`src/bscd_pkg.sv`:
```
// shared constants, codes and crc helper for the byte-stuffed crc deframer
package bscd_pkg;

    localparam logic [7:0]  FLAG_BYTE = 8'h7E;
    localparam logic [7:0]  ESC_BYTE  = 8'h7D;
    localparam logic [7:0]  ESC_XOR   = 8'h20;
    localparam logic [15:0] CRC_POLY  = 16'h8408;
    localparam logic [15:0] CRC_INIT  = 16'h0000;
    localparam logic [1:0]  MIN_BYTES = 2'd3;
    localparam logic [1:0]  EMIT_FROM = 2'd2;

    typedef enum logic [1:0] {
        ST_OK      = 2'd0,
        ST_NOSTART = 2'd1,
        ST_SHORT   = 2'd2,
        ST_CRCERR  = 2'd3
    } status_t;

    typedef enum logic [2:0] {
        PH_WAIT = 3'b001,
        PH_DATA = 3'b010,
        PH_ESC  = 3'b100
    } phase_t;

    // one byte through the reflected crc-16, lsb first
    function automatic logic [15:0] crc_feed(input logic [15:0] c_in, input logic [7:0] b);
        logic [15:0] c;
        c = c_in ^ {8'h00, b};
        for (int k = 0; k < 8; k++)
        begin
            if (c[0])
            begin
                c = (c >> 1) ^ CRC_POLY;
            end
            else
            begin
                c = c >> 1;
            end
        end
        return c;
    endfunction

endpackage

```
`src/byte_stuffed_crc_deframer.sv`:
```
// byte-stuffed crc deframer: unstuffs frames, checks crc-16, streams payload and verdict
// Takes one received line byte per cycle unless stalled and gives at most one result per
// byte. A byte waits in the input register, where a one-hot state machine, the escape
// handling and a byte-wide crc-16 update work on it, and the result lands in the output
// register; the input register can take a new byte while its last one moves on. The
// output register is the only place that waits on out_stall, and the input side stalls
// only while that register is full and stalled. Payload bytes leave two places late, so the
// crc trailer is never passed on; each frame ends with a verdict item (end_of_frame high)
// and downstream, not this block, drops the payload of any frame whose status is not ok.
module byte_stuffed_crc_deframer
(
    input  logic       clk,
    input  logic       rst_n,
    input  logic       in_valid,
    output logic       in_stall,
    input  logic [7:0] rx_byte,
    output logic       out_valid,
    input  logic       out_stall,
    output logic [7:0] payload_byte,
    output logic       end_of_frame,
    output logic [1:0] frame_status
);

    // input register
    logic       s1_valid_reg;
    logic       s1_valid_next;
    logic [7:0] s1_byte_reg;

    // frame state
    bscd_pkg::phase_t phase_reg;
    bscd_pkg::phase_t phase_next;
    logic [15:0]      crc_reg;
    logic [15:0]      crc_next;
    logic [7:0]       held0_reg;
    logic [7:0]       held0_next;
    logic [7:0]       held1_reg;
    logic [7:0]       held1_next;
    logic [1:0]       seen_reg;
    logic [1:0]       seen_next;

    // result register
    logic       out_valid_reg;
    logic       out_valid_next;
    logic [7:0] out_byte_reg;
    logic       out_eof_reg;
    logic [1:0] out_status_reg;

    logic       s1_go;
    logic       fire;
    logic       accept;
    logic       res_valid;
    logic [7:0] res_byte;
    logic       res_eof;
    logic [1:0] res_status;
    logic       take;
    logic [7:0] take_byte;

    assign s1_go    = !out_valid_reg || !out_stall;
    assign fire     = s1_valid_reg && s1_go;
    assign in_stall = s1_valid_reg && !s1_go;
    assign accept   = in_valid && !in_stall;

    assign out_valid    = out_valid_reg;
    assign payload_byte = out_byte_reg;
    assign end_of_frame = out_eof_reg;
    assign frame_status = out_status_reg;

    always_comb
    begin
        if (accept)
        begin
            s1_valid_next = 1'b1;
        end
        else if (s1_go)
        begin
            s1_valid_next = 1'b0;
        end
        else
        begin
            s1_valid_next = s1_valid_reg;
        end
    end

    // per-byte frame logic
    always_comb
    begin
        phase_next = phase_reg;
        res_valid  = 1'b0;
        res_byte   = 8'h00;
        res_eof    = 1'b0;
        res_status = bscd_pkg::ST_OK;
        take       = 1'b0;
        take_byte  = s1_byte_reg;
        crc_next   = crc_reg;
        held0_next = held0_reg;
        held1_next = held1_reg;
        seen_next  = seen_reg;

        unique case (phase_reg)
            bscd_pkg::PH_DATA:
            begin
                if (s1_byte_reg == bscd_pkg::ESC_BYTE)
                begin
                    phase_next = bscd_pkg::PH_ESC;
                end
                else if (s1_byte_reg == bscd_pkg::FLAG_BYTE)
                begin
                    phase_next = bscd_pkg::PH_WAIT;
                    res_valid  = 1'b1;
                    res_eof    = 1'b1;
                    if (seen_reg < bscd_pkg::MIN_BYTES)
                    begin
                        res_status = bscd_pkg::ST_SHORT;
                    end
                    else if (crc_reg != 16'h0000)
                    begin
                        res_status = bscd_pkg::ST_CRCERR;
                    end
                    else
                    begin
                        res_status = bscd_pkg::ST_OK;
                    end
                end
                else
                begin
                    take = 1'b1;
                end
            end
            bscd_pkg::PH_ESC:
            begin
                phase_next = bscd_pkg::PH_DATA;
                take       = 1'b1;
                take_byte  = s1_byte_reg ^ bscd_pkg::ESC_XOR;
            end
            default:
            begin
                if (s1_byte_reg == bscd_pkg::FLAG_BYTE)
                begin
                    phase_next = bscd_pkg::PH_DATA;
                    crc_next   = bscd_pkg::CRC_INIT;
                    held0_next = 8'h00;
                    held1_next = 8'h00;
                    seen_next  = 2'd0;
                end
                else
                begin
                    phase_next = bscd_pkg::PH_WAIT;
                    res_valid  = 1'b1;
                    res_eof    = 1'b1;
                    res_status = bscd_pkg::ST_NOSTART;
                end
            end
        endcase

        // data byte: crc, two-deep delay line, saturating count
        if (take)
        begin
            crc_next = bscd_pkg::crc_feed(crc_reg, take_byte);
            if (seen_reg >= bscd_pkg::EMIT_FROM)
            begin
                res_valid = 1'b1;
                res_byte  = held0_reg;
            end
            held0_next = held1_reg;
            held1_next = take_byte;
            if (seen_reg != 2'd3)
            begin
                seen_next = seen_reg + 2'd1;
            end
        end
    end

    always_comb
    begin
        if (fire && res_valid)
        begin
            out_valid_next = 1'b1;
        end
        else if (!out_stall)
        begin
            out_valid_next = 1'b0;
        end
        else
        begin
            out_valid_next = out_valid_reg;
        end
    end

    always_ff @(posedge clk or negedge rst_n)
    begin
        if (!rst_n)
        begin
            s1_valid_reg  <= 1'b0;
            out_valid_reg <= 1'b0;
            phase_reg     <= bscd_pkg::PH_WAIT;
            crc_reg       <= bscd_pkg::CRC_INIT;
            held0_reg     <= 8'h00;
            held1_reg     <= 8'h00;
            seen_reg      <= 2'd0;
        end
        else
        begin
            s1_valid_reg  <= s1_valid_next;
            out_valid_reg <= out_valid_next;
            if (fire)
            begin
                phase_reg <= phase_next;
                crc_reg   <= crc_next;
                held0_reg <= held0_next;
                held1_reg <= held1_next;
                seen_reg  <= seen_next;
            end
        end
    end

    always_ff @(posedge clk)
    begin
        if (accept)
        begin
            s1_byte_reg <= rx_byte;
        end
        if (fire && res_valid)
        begin
            out_byte_reg   <= res_byte;
            out_eof_reg    <= res_eof;
            out_status_reg <= res_status;
        end
    end

    // a waiting result is never overwritten
    assert property (@(posedge clk) disable iff (!rst_n)
        (fire && res_valid) |-> (!out_valid_reg || !out_stall))
    else $error("result register overwritten while stalled");

    // payload leaves only once two frame bytes are held
    assert property (@(posedge clk) disable iff (!rst_n)
        (fire && res_valid && !res_eof) |-> (seen_reg >= bscd_pkg::EMIT_FROM))
    else $error("payload emitted before delay line filled");

    // a verdict always returns the block to waiting
    assert property (@(posedge clk) disable iff (!rst_n)
        (fire && res_valid && res_eof) |=> (phase_reg == bscd_pkg::PH_WAIT))
    else $error("verdict without return to waiting");

    // payload items carry an ok status and no verdict flag
    assert property (@(posedge clk) disable iff (!rst_n)
        (out_valid_reg && !out_eof_reg) |-> (out_status_reg == bscd_pkg::ST_OK))
    else $error("payload item with non-ok status");

endmodule

```
`config.mk`:
```
export PLATFORM = sky130hd
export DESIGN_NAME = byte_stuffed_crc_deframer
export DESIGN_NICKNAME = d
export VERILOG_FILES = /design/src/bscd_pkg.sv /design/src/byte_stuffed_crc_deframer.sv
export SDC_FILE = /design/constraint.sdc
export NUM_CORES = 1
export LEC_CHECK = 0
export ABC_AREA = 1
export BUFFER_PORTS_ARGS = -buffer_cell sky130_fd_sc_hd__clkbuf_2
export CORE_ASPECT_RATIO = 1.2
export CORE_MARGIN = 3
export CORE_UTILIZATION = 53
export DETAILED_ROUTE_END_ITERATION = 16
export PLACE_DENSITY = 0.85
export RECOVER_POWER = 100
export SLEW_MARGIN = 0
export SYNTH_ARGS = -nofsm -noshare
export SYNTH_HDL_FRONTEND = slang
export SYNTH_SLANG_ARGS = --single-unit
```
`constraint.sdc`:
```
create_clock -name clk -period 1.9 [get_ports clk]
set_clock_uncertainty 0.15 [all_clocks]
set_input_delay 0.19 -clock clk [delete_from_list [all_inputs] [get_ports clk]]
set_output_delay 0.19 -clock clk [all_outputs]
set_load 0.02 [all_outputs]
```
=== Word-level counts from Yosys, hierarchy flattened ===
Index checks and enable logic that the tools add are counted.

* Register bits: 58
* Bits of input ports: 12
* Word-level logic and storage cells: 97

* $add $sub $neg: 1
* Magnitude comparators: 2
* Equality and inequality tests: 8
* Multiplexer cells: 49
* Bitwise logic cells: 10
* Reductions and logical operators: 16

{| class="wikitable"
|+ Operator list
! cell !! count
|-
| 2-to-1 mux 16 bit || 18
|-
| 2-to-1 mux 8 bit || 4
|-
| inverter 2 -> 3 bit || 8
|-
| 2-to-1 mux 2 bit || 9
|-
| == test 8 x 7 -> 1 bit (second input constant) || 2
|-
| nonzero test 16 bit || 1
|-
| XOR 16 x 8 -> 16 bit || 1
|-
| 2-to-1 mux 1 bit || 11
|-
| 2-to-1 mux 3 bit || 2
|-
| 2-to-1 mux 6 bit || 1
|-
| case mux 3 bit (2 select lines) || 1
|-
| logical AND 1 bit || 4
|-
| logical NOT 1 bit || 4
|-
| inequality test 2 x 1 -> 1 bit (second input constant) || 2
|-
| case mux 1 bit (2 select lines) || 2
|-
| case mux 2 bit (2 select lines) || 1
|-
| AND reduction 2 bit || 2
|-
| nonzero test 2 bit || 2
|-
| == test 3 x 2 -> 1 bit (second input constant) || 1
|-
| == test 3 bit (second input constant) || 1
|-
| inequality test 3 bit (second input constant) || 1
|-
| AND reduction 3 bit || 1
|-
| adder 2 x 1 -> 2 bit (second input constant) || 1
|-
| greater-or-equal comparator 2 bit (second input constant) || 1
|-
| other kinds (5) || 5
|}

=== Depth between registers and ports, before layout ===
* Word-level depth: 27
* Depth in mapped cells: 11
* Mapped depth without buffers: 11

=== Worst setup path after synthesis ===
OpenSTA, ideal clock, no wires.

* Path kind: register -> register
* Start point: reg s1_byte_reg[2]
* End point: reg out_eof_reg, in the netlist end_of_frame, enable pin
* Setup time: 339 ps
* Arrival: 1425 ps
* Data required time: 1411 ps
* Path slack: -13 ps
* Cell stages (with the launch flop): 10
* Path through: edfxtp_1 > nand2_1 > nor2_1 > nand2_2 > nand3_2 > nand2_2 > nand2_2 > nand2_1 > nand2_1 > inv_1

* Word-level cells in the longest chain between the ends: 7

{| class="wikitable"
|+ RTL lines
! item !! RTL line !! source
|-
| from (decl) || byte_stuffed_crc_deframer.sv:27 || <nowiki>logic [7:0] s1_byte_reg;</nowiki>
|-
| from (signal assigned) || byte_stuffed_crc_deframer.sv:220 || <nowiki>s1_byte_reg <= rx_byte;</nowiki>
|-
| == test 8 x 7 -> 1 bit || byte_stuffed_crc_deframer.sv:106, byte_stuffed_crc_deframer.sv:137 ||
|-
| 2-to-1 mux 1 bit || byte_stuffed_crc_deframer.sv:106 || <nowiki>else if (s1_byte_reg == bscd_pkg::FLAG_BYTE)</nowiki>
|-
| 2-to-1 mux 1 bit || byte_stuffed_crc_deframer.sv:102 || <nowiki>if (s1_byte_reg == bscd_pkg::ESC_BYTE)</nowiki>
|-
| case mux 1 bit (2 select lines) || byte_stuffed_crc_deframer.sv:99 || <nowiki>unique case (phase_reg)</nowiki>
|-
| 2-to-1 mux 1 bit || byte_stuffed_crc_deframer.sv:159 || <nowiki>if (seen_reg >= bscd_pkg::EMIT_FROM)</nowiki>
|-
| 2-to-1 mux 1 bit (*) || byte_stuffed_crc_deframer.sv:156 || <nowiki>if (take)</nowiki>
|-
| logical AND 1 bit (*) || byte_stuffed_crc_deframer.sv:222 || <nowiki>if (fire && res_valid)</nowiki>
|-
| to (signal assigned) || byte_stuffed_crc_deframer.sv:225 || <nowiki>out_eof_reg <= res_eof;</nowiki>
|-
| to (decl) || byte_stuffed_crc_deframer.sv:45 || <nowiki>logic out_eof_reg;</nowiki>
|}

Mark *: on every way between the ends. The rest lies on a longest branch, timed or not.
A chain may end at the register's enable or synchronous reset.

=== Worst setup path in the final report ===
* Start point: reg s1_byte_reg[0]
* End point: reg out_byte_reg[0], in the netlist payload_byte[0], enable pin

* Word-level cells in the longest chain between the ends: 7

{| class="wikitable"
|+ RTL lines
! item !! RTL line !! source
|-
| == test 8 x 7 -> 1 bit || byte_stuffed_crc_deframer.sv:106, byte_stuffed_crc_deframer.sv:137 ||
|-
| 2-to-1 mux 1 bit || byte_stuffed_crc_deframer.sv:106 ||
|-
| 2-to-1 mux 1 bit || byte_stuffed_crc_deframer.sv:102 ||
|-
| case mux 1 bit (2 select lines) || byte_stuffed_crc_deframer.sv:99 ||
|-
| 2-to-1 mux 1 bit || byte_stuffed_crc_deframer.sv:159 ||
|-
| 2-to-1 mux 1 bit (*) || byte_stuffed_crc_deframer.sv:156 ||
|-
| logical AND 1 bit (*) || byte_stuffed_crc_deframer.sv:222 ||
|-
| to (signal assigned) || byte_stuffed_crc_deframer.sv:224 || <nowiki>out_byte_reg <= res_byte;</nowiki>
|-
| to (decl) || byte_stuffed_crc_deframer.sv:44 || <nowiki>logic [7:0] out_byte_reg;</nowiki>
|}

Marks and branches as above.

==> summary.md <==
| Metric | Value |
|---|---|
| Status | complete, no violations |
| Global route total overflow | 0 |
| CP most frequent cell | nand2_4 |
| Post-Place Worst Slack | a little under 0.03 ns |
| Number of buffers created by CTS | 9 |
| Synthesized area | 2850 µm² |
| CTS tree | done |
| Area Growth Syn to Fin | 20.1% |
| # rows | 28 |
| 1st-iter DRT viols | approximately 150 |
| Vias after detailed routing | ~2300 |
| Max clock buf depth | 2 |
| CTS Sinks | between 50 and 60 |
| Routed len/inst | 13.8 µm |
| Syn Area/Cell | ~9 µm² |
| Clock Latency Late Sink | ~0.33 ns |
| Die X | ~73 µm |
| Die ar. | between 6000 and 7000 µm² |
| Crit path time final | ~1.8 ns |
| Critical path class | flip-flop to flip-flop |
| First-pass iteration count of the detailed router | 5 |
| Vias in the first global route | 2253 |
| Synth Instances | between 300 and 400 |
| Synth top area cells | dfrtp_1, edfxtp_1, nand2_1 |
| GPL Wtd Cong | between 0.8 and 0.9 |
| Startpoint types | flip-flop |
| Power Total | between 2 and 3 mW |
| Pins Over Slew Limit | 0 |
| Crit path required time | around 1.8 ns |
| Global-route usage over all layers | 20.9% |
| Max IR drop VDD | between 500 and 600 µV |
| DRT antenna net count | 0 |
| Initial Util | a little under three fifths |
| HP Class | input port to flip-flop |
| CP arrival | ~1.7 ns |
| CTS root buf | clkbuf_8 |
| Unique masters post-synth | 29 |
| Post-Syn Nets | 334 |
| Share of cells above drive strength 1 | approximately a fifth |
| Final instance area | roughly 3400 µm² |
| Seq/Total Area, Yosys | between 50% and 60% |
| # setup viols final | 0 |
| CP max-delay cell | edfxtp_1 |
| Post-DP Area | roughly 3100 µm² |
| Hpwl dp | 4050 µm |
| Max-slew headroom | approximately 51% |
| CP max FO | 5 |
| Total wire length | approximately 6100 µm |
| Yosys warning count | 0 |
| Core ar. | around 5000 µm² |
| First-pass GRT wire length | roughly 10000 µm |
| Pwr dens | between 800 and 900 nW/µm² |
| Post-Place Cells | 411 |
| Static leakage | 1.68 nW |
| Max Fclk | between 0.5 and 0.6 GHz |
| Initial antenna violation count | 0 |
| Largest net degree at the start of global routing | 33 |
| Crit share post-route | a little over nine tenths |
| Share of Yosys cell area claimed by the top area cell type | between 30 and 40% |
| Worst-margin pin slew | ~0.73 ns |
| Die Ht | about 86 µm |
| Yosys top cell by area | dfrtp_1 |
| Worst Slack Setup Final | between 0.09 and 0.1 ns |
| Yosys reg bits | 58 |
| Fin. Hold Viols | 0 |
| Number of I/O pins | 25 |
| # fillers | about 400 |
| Number of port buffers | 24 |
| Clk slew on worst S/H paths | ~0.060 ns |
| Reg2reg path depth | 10 |
| Max reg flops | 16 |
| CP endpoint kind | flip-flop |
| Critical-path cell list | inv_2, nand2_1, nor2_2, nand2_4, nand3_2, nand2_4, nand2_2, nand2_2, nand2_4, clkinvlp_4 |
| Max-cap check violation count | 0 |
| Antenna diodes | 0 |
| NumNets Final | about 390 |
| Hold path depth | 3 |
| DRC violations left | 0 |
| Drt via density | 5.14 |
| Final Util | 67.5% |
| Worst stage delay on the critical path | roughly 0.42 ns |
| H-tree Lvls | 3 |
| Fin cells | between 400 and 500 |
[worst max-delay path: cells and delay by family, from the launching register on]
| family | cells | cell delay, ns |
|---|---|---|
| buf+inv | 2 | 0.23 |
| flops | 1 | 0.42 |
| simple gates | 8 | 0.76 |
[through the flow]
stage | TNS [ns] | hold slack [ns]
floorplan | 0 | -0.256
global placement | 0 | 0.123
detailed placement | 0 | 0.132
CTS | 0 | 0.00380
global route | -0.198 | 0.00822
finish | 0 | 0.0133
[where the power goes]
| part | switching, mW | internal (mW) | leakage [nW] |
|---|---|---|---|
| Clock | 0.477 | 0.587 | 0.0885 |
| Sequential | 0.0263 | 1.35 | 0.715 |
| Combinational | 0.218 | 0.0999 | 0.880 |
| Total | 0.721 | 2.04 | 1.68 |
[worst paths after layout]
path | from | to | slack, ns
hold reg to reg | held1_reg[2]$_DFFE_PN0P_ | held0_reg[2]$_DFFE_PN0P_ | 0.32
setup reg to reg | s1_byte_reg[0]$_DFFE_PP_ | payload_byte[0]$_SDFFCE_PN0P_ | 0.09
setup / recovery | s1_byte_reg[0]$_DFFE_PP_ | payload_byte[0]$_SDFFCE_PN0P_ | 0.09
max in group asynchronous | rst_n | held0_reg[0]$_DFFE_PN0P_ | 0.54
hold / removal | out_stall | out_valid$_DFFE_PN0P_ | 0.01
min in group asynchronous | rst_n | held1_reg[0]$_DFFE_PN0P_ | 0.30
[area by class of cell]
class                           instances  area, µm²  share of cell area (%)
Timing Repair inverter                  1       7.51                   0.219
Inverter                               36        140                    4.09
Sequential cell                        58       1550                    45.2
Clock inverter                          6       58.8                    1.72
Clock buffer                            9        124                    3.61
Tap cell                               60       75.1                    2.19
Timing Repair Buffer                   50        329                    9.60
Multi-Input combinational cell        221       1140                    33.4
[cell families after synthesis]
family | count (synthesis) | share of synthesized area, %
fa+ha+maj | 2 | 0.877
buf+inv | 41 | 6.80
flops | 58 | 54.3
simple gates | 180 | 27.4
xor+xnor | 15 | 4.61
compound gates | 24 | 6.10
[cell usage after synthesis (all sizes together)]
| cell | instances |
|---|---|
| a21oi | 2 |
| a22oi | 1 |
| buf | 5 |
| dfrtp | 38 |
| dfstp | 1 |
| edfxtp | 19 |
| ha | 2 |
| inv | 36 |
| nand2 | 135 |
| nand3 | 17 |
| nand3b | 1 |
| nand4 | 3 |
| nor2 | 21 |
| nor3 | 2 |
| o21ai | 20 |
| o31ai | 1 |
| or2 | 1 |
| xnor2 | 5 |
| xor2 | 10 |
[timing repair]
item / 4_1_cts / 5_1_grt
buffers inserted: 0 / 4
hold buffers: 10 / 0
hold endpoints to repair: 35 / 0
setup endpoints to repair: 0 / 37
resized for setup: 0 / 11
[layout by cell type (no fill, tap or decap), drive strengths merged, types with 5 or more instances in the layout]
master         n
buf           14
clkbuf        35
dfrtp         38
dlygate4sd3   10
edfxtp        19
inv           36
nand2        135
nand3         17
nor2          21
o21ai         20
xnor2          5
xor2          10
[metal layers]
metal	wire length (µm)	GRT usage, %
met3	312	5.68
met4	228	11.1
met2	3080	35.4
met1	2450	23.8
met5	0	0
Note: power is estimated with default switching activity, not from simulation.
